===== src/sv/unsigned_integer_text_parser_assert.svh =====
// ----------------------------------------------------------------------------
// Assertion macros for the unsigned integer text parser
// Same-cycle and next-cycle implication checks, clocked and reset-gated.
// ----------------------------------------------------------------------------
`ifndef UNSIGNED_INTEGER_TEXT_PARSER_ASSERT_SVH
`define UNSIGNED_INTEGER_TEXT_PARSER_ASSERT_SVH

// Consequent must hold in the same cycle as the antecedent.
`define UTP_ASSERT_NOW(label, clk, rstn, ante, cons) \
  label: assert property (@(posedge clk) disable iff (!(rstn)) (ante) |-> (cons)) \
    else $error("utp assertion failed");

// Consequent must hold in the cycle after the antecedent.
`define UTP_ASSERT_NEXT(label, clk, rstn, ante, cons) \
  label: assert property (@(posedge clk) disable iff (!(rstn)) (ante) |=> (cons)) \
    else $error("utp assertion failed");

`endif


===== src/sv/utp_pkg.sv =====
// ----------------------------------------------------------------------------
// utp_pkg
// Shared types, constants and character helpers of the text parser.
// ----------------------------------------------------------------------------
package utp_pkg;

  localparam int MAX_TEXT   = 4096;
  localparam int CharW      = 8;
  localparam int BaseW      = 6;
  localparam int NumberW    = 64;
  localparam int OffsetW    = 13;
  localparam int StatusW    = 2;

  localparam logic [BaseW-1:0] BASE_AUTO = 6'd0;
  localparam logic [BaseW-1:0] BASE_MIN  = 6'd2;
  localparam logic [BaseW-1:0] BASE_MAX  = 6'd36;
  localparam logic [BaseW-1:0] BASE_OCT  = 6'd8;
  localparam logic [BaseW-1:0] BASE_DEC  = 6'd10;
  localparam logic [BaseW-1:0] BASE_HEX  = 6'd16;

  localparam logic [CharW-1:0] CHAR_SPACE = 8'h20;
  localparam logic [CharW-1:0] CHAR_TAB   = 8'h09;
  localparam logic [CharW-1:0] CHAR_CR    = 8'h0D;
  localparam logic [CharW-1:0] CHAR_PLUS  = 8'h2B;
  localparam logic [CharW-1:0] CHAR_MINUS = 8'h2D;
  localparam logic [CharW-1:0] CHAR_ZERO  = 8'h30;
  localparam logic [CharW-1:0] CHAR_NINE  = 8'h39;
  localparam logic [CharW-1:0] CHAR_UP_A  = 8'h41;
  localparam logic [CharW-1:0] CHAR_UP_X  = 8'h58;
  localparam logic [CharW-1:0] CHAR_UP_Z  = 8'h5A;
  localparam logic [CharW-1:0] CHAR_LO_A  = 8'h61;
  localparam logic [CharW-1:0] CHAR_LO_X  = 8'h78;
  localparam logic [CharW-1:0] CHAR_LO_Z  = 8'h7A;

  localparam logic [StatusW-1:0] STATUS_OK       = 2'd0;
  localparam logic [StatusW-1:0] STATUS_BAD_BASE = 2'd1;
  localparam logic [StatusW-1:0] STATUS_RANGE    = 2'd2;

  typedef enum logic [1:0] {
    BSEL_KEEP,
    BSEL_DEC,
    BSEL_OCT,
    BSEL_HEX
  } base_sel_e;

  typedef struct packed {
    logic      step;
    logic      set_minus;
    base_sel_e base_sel;
    logic      take_digit;
    logic      mark_zero;
    logic      restore_prefix;
    logic      finish;
  } cmd_t;

  typedef struct packed {
    logic radix_bad;
    logic is_space;
    logic is_minus;
    logic is_plus;
    logic is_zero;
    logic is_x;
    logic base_auto;
    logic base_hex;
    logic dig_lt_base;
    logic dig_lt_dec;
    logic dig_lt_oct;
    logic dig_lt_hex;
    logic out_free;
  } stat_t;

  function automatic logic [BaseW-1:0] digit_value(input logic [CharW-1:0] c);
    logic [CharW-1:0] v;
    v = 8'd36;
    if (c >= CHAR_ZERO && c <= CHAR_NINE) begin
      v = c - CHAR_ZERO;
    end else if (c >= CHAR_LO_A && c <= CHAR_LO_Z) begin
      v = c - CHAR_LO_A + 8'd10;
    end else if (c >= CHAR_UP_A && c <= CHAR_UP_Z) begin
      v = c - CHAR_UP_A + 8'd10;
    end
    return v[BaseW-1:0];
  endfunction

  function automatic logic base_bad(input logic [BaseW-1:0] b);
    return (b != BASE_AUTO) && ((b < BASE_MIN) || (b > BASE_MAX));
  endfunction

  function automatic logic is_blank(input logic [CharW-1:0] c);
    return (c == CHAR_SPACE) || ((c >= CHAR_TAB) && (c <= CHAR_CR));
  endfunction

endpackage


===== src/sv/utp_ctrl.sv =====
// ----------------------------------------------------------------------------
// utp_ctrl
// Parse phase state machine; issues one command word per cycle.
// ----------------------------------------------------------------------------
module utp_ctrl (
  input  logic           clk_i,
  input  logic           rst_ni,
  input  logic           in_valid_i,
  input  logic           final_char_i,
  output logic           in_ready_o,
  input  utp_pkg::stat_t st_i,
  output utp_pkg::cmd_t  cmd_o
);

  localparam logic [2:0] PH_SPACE  = 3'd0;
  localparam logic [2:0] PH_SIGN   = 3'd1;
  localparam logic [2:0] PH_ZERO   = 3'd2;
  localparam logic [2:0] PH_X      = 3'd3;
  localparam logic [2:0] PH_DIGITS = 3'd4;
  localparam logic [2:0] PH_DONE   = 3'd5;
  localparam logic [2:0] PH_FINISH = 3'd6;

  logic [2:0] phase_q, phase_d;
  logic [2:0] ph;
  logic       start_num;

  assign in_ready_o = (phase_q != PH_FINISH);

  always_comb begin
    cmd_o          = '0;
    cmd_o.base_sel = utp_pkg::BSEL_KEEP;
    phase_d        = phase_q;
    start_num      = 1'b0;
    ph             = st_i.radix_bad ? PH_DONE : phase_q;
    if (phase_q == PH_FINISH) begin
      if (st_i.out_free) begin
        cmd_o.finish = 1'b1;
        phase_d      = PH_SPACE;
      end
    end else if (in_valid_i) begin
      cmd_o.step = 1'b1;
      unique case (ph)
        PH_SPACE: begin
          if (st_i.is_space) begin
            phase_d = PH_SPACE;
          end else if (st_i.is_minus) begin
            cmd_o.set_minus = 1'b1;
            phase_d         = PH_SIGN;
          end else if (st_i.is_plus) begin
            phase_d = PH_SIGN;
          end else begin
            start_num = 1'b1;
          end
        end
        PH_SIGN: start_num = 1'b1;
        PH_ZERO: begin
          if (st_i.is_x) begin
            phase_d = PH_X;
          end else if (st_i.base_auto) begin
            cmd_o.base_sel = utp_pkg::BSEL_OCT;
            cmd_o.take_digit = st_i.dig_lt_oct;
            phase_d = st_i.dig_lt_oct ? PH_DIGITS : PH_DONE;
          end else begin
            cmd_o.take_digit = st_i.dig_lt_base;
            phase_d = st_i.dig_lt_base ? PH_DIGITS : PH_DONE;
          end
        end
        PH_X: begin
          if (st_i.dig_lt_hex) begin
            cmd_o.base_sel   = utp_pkg::BSEL_HEX;
            cmd_o.take_digit = 1'b1;
            phase_d          = PH_DIGITS;
          end else begin
            cmd_o.restore_prefix = 1'b1;
            phase_d              = PH_DONE;
          end
        end
        PH_DIGITS: begin
          cmd_o.take_digit = st_i.dig_lt_base;
          phase_d = st_i.dig_lt_base ? PH_DIGITS : PH_DONE;
        end
        default: phase_d = PH_DONE;
      endcase

      if (start_num) begin
        if (st_i.is_zero && (st_i.base_auto || st_i.base_hex)) begin
          cmd_o.mark_zero = 1'b1;
          phase_d         = PH_ZERO;
        end else if (st_i.base_auto) begin
          cmd_o.base_sel   = utp_pkg::BSEL_DEC;
          cmd_o.take_digit = st_i.dig_lt_dec;
          phase_d = st_i.dig_lt_dec ? PH_DIGITS : PH_DONE;
        end else begin
          cmd_o.take_digit = st_i.dig_lt_base;
          phase_d = st_i.dig_lt_base ? PH_DIGITS : PH_DONE;
        end
      end

      if (final_char_i) begin
        phase_d = PH_FINISH;
      end
    end
  end

  always_ff @(posedge clk_i or negedge rst_ni) begin
    if (!rst_ni) begin
      phase_q <= PH_SPACE;
    end else begin
      phase_q <= phase_d;
    end
  end

endmodule


===== src/sv/utp_datapath.sv =====
// ----------------------------------------------------------------------------
// utp_datapath
// Radix register, accumulator with multiply-add, offsets and result register.
// ----------------------------------------------------------------------------
module utp_datapath #(
  parameter int MaxText = utp_pkg::MAX_TEXT
) (
  input  logic                          clk_i,
  input  logic                          rst_ni,
  input  logic                          cfg_valid_i,
  input  logic [utp_pkg::BaseW-1:0]     cfg_radix_i,
  input  logic [utp_pkg::CharW-1:0]     char_code_i,
  input  utp_pkg::cmd_t                 cmd_i,
  output utp_pkg::stat_t                st_o,
  output logic                          out_valid_o,
  input  logic                          out_ready_i,
  output logic [utp_pkg::NumberW-1:0]   number_o,
  output logic [utp_pkg::OffsetW-1:0]   end_offset_o,
  output logic [utp_pkg::StatusW-1:0]   status_o
);

  localparam int PosW = $clog2(MaxText + 1);
  localparam int NW   = utp_pkg::NumberW;
  localparam int BW   = utp_pkg::BaseW;
  localparam int MacW = NW + BW;
  localparam int OW   = utp_pkg::OffsetW;

  logic [BW-1:0]   radix_q;
  logic [BW-1:0]   base_q, base_d;
  logic [NW-1:0]   acc_q, acc_d;
  logic            ovf_q, ovf_d;
  logic            minus_q, minus_d;
  logic [PosW-1:0] pos_q, pos_d;
  logic [PosW-1:0] dend_q, dend_d;
  logic [PosW-1:0] pzero_q, pzero_d;
  logic            out_valid_q;
  logic [NW-1:0]   number_q, number_d;
  logic [OW-1:0]   offset_q, offset_d;
  logic [utp_pkg::StatusW-1:0] status_q, status_d;

  logic            first;
  logic [BW-1:0]   cur_base, eff_base, dig;
  logic [PosW-1:0] pos_next;
  logic [MacW-1:0] mac;
  logic [PosW+OW-1:0] dend_ext;

  assign first    = (pos_q == '0);
  assign cur_base = first ? radix_q : base_q;
  assign dig      = utp_pkg::digit_value(char_code_i);
  assign pos_next = (pos_q < PosW'(MaxText)) ? pos_q + PosW'(1) : PosW'(MaxText);

  always_comb begin
    unique case (cmd_i.base_sel)
      utp_pkg::BSEL_DEC: eff_base = utp_pkg::BASE_DEC;
      utp_pkg::BSEL_OCT: eff_base = utp_pkg::BASE_OCT;
      utp_pkg::BSEL_HEX: eff_base = utp_pkg::BASE_HEX;
      default:           eff_base = cur_base;
    endcase
  end

  assign mac = MacW'(acc_q) * MacW'(eff_base) + MacW'(dig);

  always_comb begin
    st_o             = '0;
    st_o.radix_bad   = first && utp_pkg::base_bad(radix_q);
    st_o.is_space    = utp_pkg::is_blank(char_code_i);
    st_o.is_minus    = (char_code_i == utp_pkg::CHAR_MINUS);
    st_o.is_plus     = (char_code_i == utp_pkg::CHAR_PLUS);
    st_o.is_zero     = (char_code_i == utp_pkg::CHAR_ZERO);
    st_o.is_x        = (char_code_i == utp_pkg::CHAR_LO_X) ||
                       (char_code_i == utp_pkg::CHAR_UP_X);
    st_o.base_auto   = (cur_base == utp_pkg::BASE_AUTO);
    st_o.base_hex    = (cur_base == utp_pkg::BASE_HEX);
    st_o.dig_lt_base = (cur_base >= utp_pkg::BASE_MIN) && (dig < cur_base);
    st_o.dig_lt_dec  = (dig < utp_pkg::BASE_DEC);
    st_o.dig_lt_oct  = (dig < utp_pkg::BASE_OCT);
    st_o.dig_lt_hex  = (dig < utp_pkg::BASE_HEX);
    st_o.out_free    = !out_valid_q || out_ready_i;
  end

  assign dend_ext = {{OW{1'b0}}, dend_q};

  always_comb begin
    acc_d    = acc_q;
    ovf_d    = ovf_q;
    minus_d  = minus_q;
    base_d   = base_q;
    pos_d    = pos_q;
    dend_d   = dend_q;
    pzero_d  = pzero_q;
    number_d = number_q;
    offset_d = offset_q;
    status_d = status_q;
    if (cmd_i.step) begin
      base_d = eff_base;
      pos_d  = pos_next;
      if (cmd_i.set_minus) begin
        minus_d = 1'b1;
      end
      if (cmd_i.mark_zero) begin
        acc_d   = '0;
        dend_d  = pos_next;
        pzero_d = pos_next;
      end
      if (cmd_i.restore_prefix) begin
        dend_d = pzero_q;
      end
      if (cmd_i.take_digit) begin
        dend_d = pos_next;
        if (mac[MacW-1:NW] != '0) begin
          ovf_d = 1'b1;
        end else begin
          acc_d = mac[NW-1:0];
        end
      end
    end
    if (cmd_i.finish) begin
      priority if (utp_pkg::base_bad(base_q)) begin
        number_d = '0;
        offset_d = '0;
        status_d = utp_pkg::STATUS_BAD_BASE;
      end else if (dend_q == '0) begin
        number_d = '0;
        offset_d = '0;
        status_d = utp_pkg::STATUS_OK;
      end else if (ovf_q) begin
        number_d = '1;
        offset_d = dend_ext[OW-1:0];
        status_d = utp_pkg::STATUS_RANGE;
      end else begin
        number_d = minus_q ? (~acc_q) + NW'(1) : acc_q;
        offset_d = dend_ext[OW-1:0];
        status_d = utp_pkg::STATUS_OK;
      end
      acc_d   = '0;
      ovf_d   = 1'b0;
      minus_d = 1'b0;
      base_d  = '0;
      pos_d   = '0;
      dend_d  = '0;
      pzero_d = '0;
    end
  end

  always_ff @(posedge clk_i or negedge rst_ni) begin
    if (!rst_ni) begin
      radix_q     <= '0;
      base_q      <= '0;
      acc_q       <= '0;
      ovf_q       <= 1'b0;
      minus_q     <= 1'b0;
      pos_q       <= '0;
      dend_q      <= '0;
      pzero_q     <= '0;
      out_valid_q <= 1'b0;
    end else begin
      if (cfg_valid_i) begin
        radix_q <= cfg_radix_i;
      end
      base_q  <= base_d;
      acc_q   <= acc_d;
      ovf_q   <= ovf_d;
      minus_q <= minus_d;
      pos_q   <= pos_d;
      dend_q  <= dend_d;
      pzero_q <= pzero_d;
      if (cmd_i.finish) begin
        out_valid_q <= 1'b1;
      end else if (out_ready_i) begin
        out_valid_q <= 1'b0;
      end
    end
  end

  always_ff @(posedge clk_i) begin
    number_q <= number_d;
    offset_q <= offset_d;
    status_q <= status_d;
  end

  assign out_valid_o  = out_valid_q;
  assign number_o     = number_q;
  assign end_offset_o = offset_q;
  assign status_o     = status_q;

endmodule


===== src/sv/unsigned_integer_text_parser.sv =====
// ----------------------------------------------------------------------------
// unsigned_integer_text_parser
// Streaming text to unsigned 64-bit number parser, one byte per word.
// ----------------------------------------------------------------------------
// Feed the text one byte per word and flag its last byte with final_char_i;
// the parse result then appears as one output word. Ordinary bytes are taken
// at one per cycle, bounded by the single 64x6 multiply-add of the
// accumulator. The final byte is first parsed, then the result is formed into
// the output register in a finish phase, during which in_ready_o is low;
// a result not yet taken holds the finish phase. The radix register is
// sampled at the first byte of each text.
`include "unsigned_integer_text_parser_assert.svh"

module unsigned_integer_text_parser #(
  parameter int MaxText = utp_pkg::MAX_TEXT
) (
  input  logic                          clk_i,
  input  logic                          rst_ni,
  input  logic                          cfg_valid_i,
  output logic                          cfg_ready_o,
  input  logic [utp_pkg::BaseW-1:0]     cfg_radix_i,
  input  logic                          in_valid_i,
  output logic                          in_ready_o,
  input  logic [utp_pkg::CharW-1:0]     char_code_i,
  input  logic                          final_char_i,
  output logic                          out_valid_o,
  input  logic                          out_ready_i,
  output logic [utp_pkg::NumberW-1:0]   number_o,
  output logic [utp_pkg::OffsetW-1:0]   end_offset_o,
  output logic [utp_pkg::StatusW-1:0]   status_o
);

  utp_pkg::cmd_t  cmd;
  utp_pkg::stat_t st;

  assign cfg_ready_o = 1'b1;

  utp_ctrl u_ctrl (
    .clk_i       (clk_i),
    .rst_ni      (rst_ni),
    .in_valid_i  (in_valid_i),
    .final_char_i(final_char_i),
    .in_ready_o  (in_ready_o),
    .st_i        (st),
    .cmd_o       (cmd)
  );

  utp_datapath #(
    .MaxText(MaxText)
  ) u_datapath (
    .clk_i       (clk_i),
    .rst_ni      (rst_ni),
    .cfg_valid_i (cfg_valid_i),
    .cfg_radix_i (cfg_radix_i),
    .char_code_i (char_code_i),
    .cmd_i       (cmd),
    .st_o        (st),
    .out_valid_o (out_valid_o),
    .out_ready_i (out_ready_i),
    .number_o    (number_o),
    .end_offset_o(end_offset_o),
    .status_o    (status_o)
  );

  `UTP_ASSERT_NOW(a_bad_base_zero, clk_i, rst_ni, out_valid_o && (status_o == utp_pkg::STATUS_BAD_BASE), (number_o == '0) && (end_offset_o == '0))
  `UTP_ASSERT_NOW(a_range_all_ones, clk_i, rst_ni, out_valid_o && (status_o == utp_pkg::STATUS_RANGE), number_o == '1)
  `UTP_ASSERT_NEXT(a_final_holds_input, clk_i, rst_ni, in_valid_i && in_ready_o && final_char_i, !in_ready_o)
  `UTP_ASSERT_NOW(a_one_command, clk_i, rst_ni, cmd.finish, !cmd.step)

endmodule

===== config.mk =====
export PLATFORM = sky130hd
export DESIGN_NAME = unsigned_integer_text_parser
export DESIGN_NICKNAME = d
export VERILOG_FILES = /design/src/sv/utp_pkg.sv /design/src/sv/utp_ctrl.sv /design/src/sv/utp_datapath.sv /design/src/sv/unsigned_integer_text_parser.sv
export VERILOG_INCLUDE_DIRS = /design/src /design/src/sv
export SDC_FILE = /design/constraint.sdc
export NUM_CORES = 2
export LEC_CHECK = 0
export BUFFER_PORTS_ARGS = -buffer_cell sky130_fd_sc_hd__buf_2
export CAP_MARGIN = 20
export CORE_MARGIN = 3
export CORE_UTILIZATION = 48
export CTS_CLUSTER_SIZE = 14
export DETAILED_ROUTE_END_ITERATION = 10
export PLACE_DENSITY = 0.71
export SLEW_MARGIN = 25
export SYNTH_ARGS = -nofsm -noshare
export SYNTH_HDL_FRONTEND = slang
export SYNTH_SLANG_ARGS = --single-unit

===== constraint.sdc =====
create_clock -name clk_i -period 10.89 [get_ports clk_i]
set_input_delay 1.089 -clock clk_i [delete_from_list [all_inputs] [get_ports clk_i]]
set_output_delay 1.089 -clock clk_i [all_outputs]
set_load 0.02 [all_outputs]

# Word level (Yosys, flattened, before mapping)
# Cells that the tools add are included.
# word_totals
ram_bits	0
memories	0
out_inout_bits	82
rom_bits	0
inputBits	20
regBits	200
latch_bits	0
wordCells	177
# classes
n_lt_le_gt_ge	18
n_mul	1
bitwise_logic	1
shift	0
reduce_logical	37
n_mux	79
n_div	0
eq_ne	19
n_addsub	8
# op_table
cell	count
2-to-1 mux 64 bit	7
2-to-1 mux 13 bit	10
adder 70 x 6 -> 70 bit	1
multiplier 64 x 6 -> 70 bit	1
adder 64 x 1 -> 64 bit, second input constant	1
NOT 64 bit	1
2-to-1 mux 3 bit	16
2-to-1 mux 6 bit	6
== test 8 x 6 -> 1 bit, second input constant	4
2-to-1 mux 1 bit	29
zero test 13 bit	2
one-hot mux 6 bit (3 select lines)	1
nonzero test 6 bit	3
== test 8 x 7 -> 1 bit, second input constant	2
greater-or-equal comparator 8 x 7 -> 1 bit, second input constant	2
less-or-equal comparator 8 x 7 -> 1 bit, second input constant	2
one-hot mux 3 bit (5 select lines)	1
2-to-1 mux 7 bit	2
nonzero test 2 bit	7
adder 13 x 1 -> 13 bit, second input constant	1
< comparator 13 bit, second input constant	1
adder 6 x 4 -> 6 bit, second input constant	2
> comparator 6 bit, second input constant	2
< comparator 6 x 2 -> 1 bit, second input constant	2
35 further kinds	57

# Logic depth before layout (Yosys ltp)
# logic_depth
ltp_word	24
mapped_depth	40

# Cells and area by module
# From an unflattened synthesis, not the netlist that was laid out.
# unflattened
cells_unflattened	2550
hier_area_um2	24091.9
# modules_own_cells
mod	instances	cells_each	area_per_inst_um2
utp_datapath	1	2483	23600.1
utp_ctrl	1	65	480.5
unsigned_integer_text_parser	1	2	11.3

# Worst setup path after synthesis
# No wires, ideal clock.
# synth_path
path_type	input-to-reg
start	input port char_code_i[0] (netlist name)
end	register u_datapath.acc_q[58]
path_buffers	4
setup_ps	121
t_required_ps	10769
path_stages	36
t_arrival_ps	9736
path_slack_ps	1033
cell_sequence	inv_1 > ha_1 > or4b_4 > a311oi_2 > o22ai_2 > and3_4 > a221oi_4 > and2_4 > a21oi_1 > or3_1 > ha_1 > clkbuf_1 > a21oi_1 > clkbuf_1 > clkbuf_1 > nand2_1 > fa_1 > fa_1 > inv_1 > fa_1 > inv_1 > fa_1 > inv_1 > ha_1 > a21o_1 > a31o_2 > o2111ai_1 > nand2_1 > a31oi_1 > o31ai_1 > a41oi_1 > o211a_1 > nor4_2 > a21oi_2 > buf_6 > a22o_1
# synth_via
elab_chain_len	22
# synth_rtl
item	line_no	text
start, declared	unsigned_integer_text_parser.sv:24	input logic [utp_pkg::CharW-1:0] char_code_i,
subtractor 6 x 1 -> 6 bit (tied with other cells)	utp_pkg.sv:80	v = c - CHAR_UP_A + 8'd10;
adder 6 x 4 -> 6 bit / logical AND 1 bit (equally long branches)	utp_pkg.sv:80, utp_pkg.sv:79	
2-to-1 mux 6 bit	utp_pkg.sv:79	end else if (c >= CHAR_UP_A && c <= CHAR_UP_Z) begin
2-to-1 mux 6 bit	utp_pkg.sv:77	end else if (c >= CHAR_LO_A && c <= CHAR_LO_Z) begin
2-to-1 mux 6 bit	utp_pkg.sv:75	if (c >= CHAR_ZERO && c <= CHAR_NINE) begin
< comparator 6 x 5 -> 1 bit	utp_datapath.sv:77	st_o.dig_lt_hex = (dig < utp_pkg::BASE_HEX);
2-to-1 mux 3 bit	utp_ctrl.sv:69	if (st_i.dig_lt_hex) begin
one-hot mux 2 bit (2 select lines)	utp_ctrl.sv:42	unique case (ph)
[... 6 more ...]	--	
one-hot mux 6 bit (3 select lines)	utp_datapath.sv:53	unique case (cmd_i.base_sel)
multiplier 64 x 6 -> 70 bit	utp_datapath.sv:61	assign mac = MacW'(acc_q) * MacW'(eff_base) + MacW'(dig);
adder 70 x 6 -> 70 bit	utp_datapath.sv:61	
nonzero test 6 bit	utp_datapath.sv:110	if (mac[MacW-1:NW] != '0) begin
2-to-1 mux 64 bit	utp_datapath.sv:110	
2-to-1 mux 64 bit *	utp_datapath.sv:108	if (cmd_i.take_digit) begin
2-to-1 mux 64 bit *	utp_datapath.sv:94	if (cmd_i.step) begin
2-to-1 mux 64 bit *	utp_datapath.sv:117	if (cmd_i.finish) begin
end signal, assigned	utp_datapath.sv:149	acc_q <= '0;
end signal, assigned	utp_datapath.sv:161	acc_q <= acc_d;
end, declared	utp_datapath.sv:30	logic [NW-1:0] acc_q, acc_d;
# Every way passes the cells marked *; elsewhere a longest branch is shown, timed or not. The select of a mux whose other input is x is not followed.
# A chain may end at the register's enable or synchronous reset.

# Worst setup path after layout
# layout_path
start	input port char_code_i[1] (netlist name)
end	register u_datapath.acc_q[44]
# The elaborated chain is that of the path after synthesis.

==> results.toml <==
[run_status]
status = "complete, no violations"

[cts]
clk_pin_slew_ps = 100
cts_buffers = 17
post_cts_buffers = 0
cts_hold_repair.buffers = 0
cts_tree = "built"
clk_path_buf_depth = 2
cts.root.buffer_cell = "clkbuf_16"
insertion_delay_ps = 510
cts_sinks = 200
ctsResizeCount = 0
cts.htree.levels = 4

[timing]
post-route-min-period_ps = 10290
setup_ws_ps = 605
holdWs_ps = 510
finalCritPeriodShare_pct = 94.4
skew_ps = 22.7
finalMaxSlewViolations = 0
rsz0062_at_grt = "false"
setup_violations = 0
tightest_slew_ps = 1020
maxSlewHeadroom_pct = 32.0
hold_violations = 0
max_freq_mhz = 97.2
fin_setup_tns_ps = 0

[global_route]
grt_util_met2_pct = 40.9
grt_use_met1_pct = 35.3
gr-total-overflow = 0
grt_pass1_vias = 18900
grtUsageTotal_pct = 25.5
busiest_layer = "met2"
grtUsageMet3_pct = 4.66
antenna_found_initial = 1
grt_max_degree = 76
grt_pass1_wl_um = 104000

[pwr]
vdd_drop_max_uv = 143
leakagePower_nw = 12.2
power_density_nw_per_um2 = 190

[critical_path]
start_kind = "input pin"
path_class = "input pin to register"
slowest_delay_ps = 600
crit_path_end_kind = "register"
cp_max_fo = 24
required_ps = 11320
path_common_cell = "ha_1"
arrival_ps = 10720
critPathSlowestCell = "o31ai_1"

[finish]
fin_area_um2 = 25100
fin_nets = 2853
finalNonFillerCells = 3043
diodes = 0
drive_gt1_share_pct = 9.88
nFillCells = 4338
area_growth_pct = 6.75

[logic_synthesis]
synth_seq_cells = 200
synth_ff_type = "dfrtp_1"
synth_area_per_cell_um2 = 9.61
async_reset_ff_share_pct = 60.5
ys_warn_count = 0
synth_area_leaders = "fa_1 21%, dfrtp_1 13%, and2_1 10%"
synth_area_leader_cell = "fa_1"
syn_area_um2 = 23500
synth-edff-count = 79
yosysSeqAreaShare_pct = 23.0
syn-instance-count = 2444
yosysUniqueCellTypes = 85
syn_nets = 2882
synth.top_cell.area_share_pct = 21.5

[floorplanning]
start_util_pct = 48.9
die_h_um = 227
die_area_um2 = 51600
io_pins = 102
rows = 80
core_area_um2 = 48000
die_w_um = 227

[placement]
place_ws_ps = 170
portBuffers = 100
place_area_um2 = 24400
dp.cells = 3009
place_congestion = 0.967
dp_hpwl_um = 48000

[detailed_routing]
wl_um = 63500
drtAntennaViolNets = 0
dr.pass1.iters = 5
vias = 18400
drt_iter0_drc = 1357
viasPerCell = 6.06
drc_errors = 0
routedWlPerCell_um = 20.9

[min_path]
hold_path_class = "register to register"

[flow_run]
drv_cap = 0
-- synthesized netlist by cell type (all sizes together) (3+ instances only) --
library cell	count
nand2b	7
and2	389
nor3b	3
xnor2	58
a21o	31
a31oi	13
o31ai	27
o21a	15
o211ai	12
ha	166
o21bai	13
nor4	13
nor2b	17
a22oi	5
a22o	81
nor2	100
buf	25
nand2	132
o21ai	94
a21boi	7
nand4	32
fa	252
mux2	19
o2111ai	6
a21oi	169
inv	94
clkbuf	164
and3	18
and4	5
o41ai	15
a211o	4
or3	13
xor2	82
a2111oi	4
dfrtp	121
nand3	53
or2	8
a41oi	3
or4	11
nor3	40
edfxtp	79
mux2i	10
-- logic make-up after synthesis --
family | Yosys count | synth area share [%]
adder cells (fa/ha/maj) | 418 | 30.3
XOR/XNOR | 140 | 5.22
buffers and inverters | 284 | 4.87
flip-flops | 200 | 23.0
AND/OR/NAND/NOR | 850 | 20.4
AO/OA/AOI/OAI | 522 | 14.8
multiplexers | 29 | 1.34
other | 1 | 0.0160
-- routing by layer --
| layer | part of all wire (%) | wire length [um] |
|---|---|---|
| met5 | 0 | 0 |
| met2 | 47 | 29700 |
| met4 | 2.8 | 1780 |
| met3 | 6.2 | 3910 |
| met1 | 44 | 28200 |
-- sequential cells by signal, indices dropped and copies added, names as in the netlist --
| signal | cells |
|---|---|
| u_datapath.end_offset_o | 13 |
| u_datapath.pzero_q | 13 |
| u_datapath.radix_q | 6 |
| u_datapath.minus_q | 1 |
| u_datapath.ovf_q | 1 |
| u_ctrl.phase_q | 3 |
| u_datapath.dend_q | 13 |
| u_datapath.acc_q | 64 |
| u_datapath.pos_q | 13 |
| u_datapath.base_q | 6 |
| u_datapath.number_o | 64 |
| u_datapath.out_valid_o | 1 |
| u_datapath.status_o | 2 |
-- critical path, delay by kind of cell --
family | cells | cell delay, ps
AO/OA/AOI/OAI | 10 | 2980
adder cells (fa/ha/maj) | 7 | 2800
buffers and inverters | 6 | 1170
AND/OR/NAND/NOR | 12 | 2630
-- placed cells by master (no fill, tap or decap), types with 6 or more instances in the layout --
cell type,instances
a21oi_1,165
nand2_1,131
a21boi_0,7
inv_1,93
or2_2,6
nor3_1,37
xnor2_1,58
nor2b_1,14
nand4_1,31
and3_1,16
o41ai_1,14
or3_1,11
nand3_1,53
buf_4,34
fa_1,252
or4_1,7
o21a_1,15
ha_1,166
o21bai_1,13
a22o_1,81
a21o_1,31
dfrtp_1,120
inv_12,7
mux2i_1,9
nor2_1,100
buf_2,100
nand2b_1,7
edfxtp_1,79
a31oi_1,13
mux2_2,19
xor2_1,82
and2_1,388
nor4_1,10
o31ai_1,26
clkbuf_16,17
o21ai_0,92
o211ai_1,12
-- final timing paths --
check,startpoint,endpoint,slack (ps),cells after the start
min,u_datapath.pzero_q[7],u_datapath.pzero_q[7],510,2
max,char_code_i[1],u_datapath.acc_q[44],600,35
min in group asynchronous,rst_ni,u_datapath.pzero_q[7],670,1
min reg2reg,u_datapath.pzero_q[7],u_datapath.pzero_q[7],510,2
max reg2reg,u_datapath.pos_q[12],u_datapath.acc_q[44],1030,35
max in group asynchronous,rst_ni,u_datapath.acc_q[39],8860,2
-- through the flow --
stage               util (%)  total power [mW]
CTS                     52.1              4.75
finish                  52.2              4.77
global route            52.2              5.12
global placement        50.8              3.95
floorplan                  -              3.15
detailed placement      50.8              4.03
-- final cells by class --
type | instances | area, um2 | share of cell area (%)
sequential | 200 | 5400 | 21.6
clock inverter | 15 | 214 | 0.854
tap | 615 | 769 | 3.07
multi-input combinational | 1961 | 17000 | 67.9
inverter | 95 | 358 | 1.43
timing repair buffer | 140 | 867 | 3.46
clock buffer | 17 | 425 | 1.70
-- power by group --
group          leakage (nW)  switching [mW]  internal [mW]  total, mW
sequential             2.40           0.224          0.986       1.21
combinational          9.53            1.85           1.00       2.85
clock                 0.308           0.382          0.324      0.706
total                  12.2            2.46           2.31       4.77
Note: power is estimated with default switching activity, not from simulation.
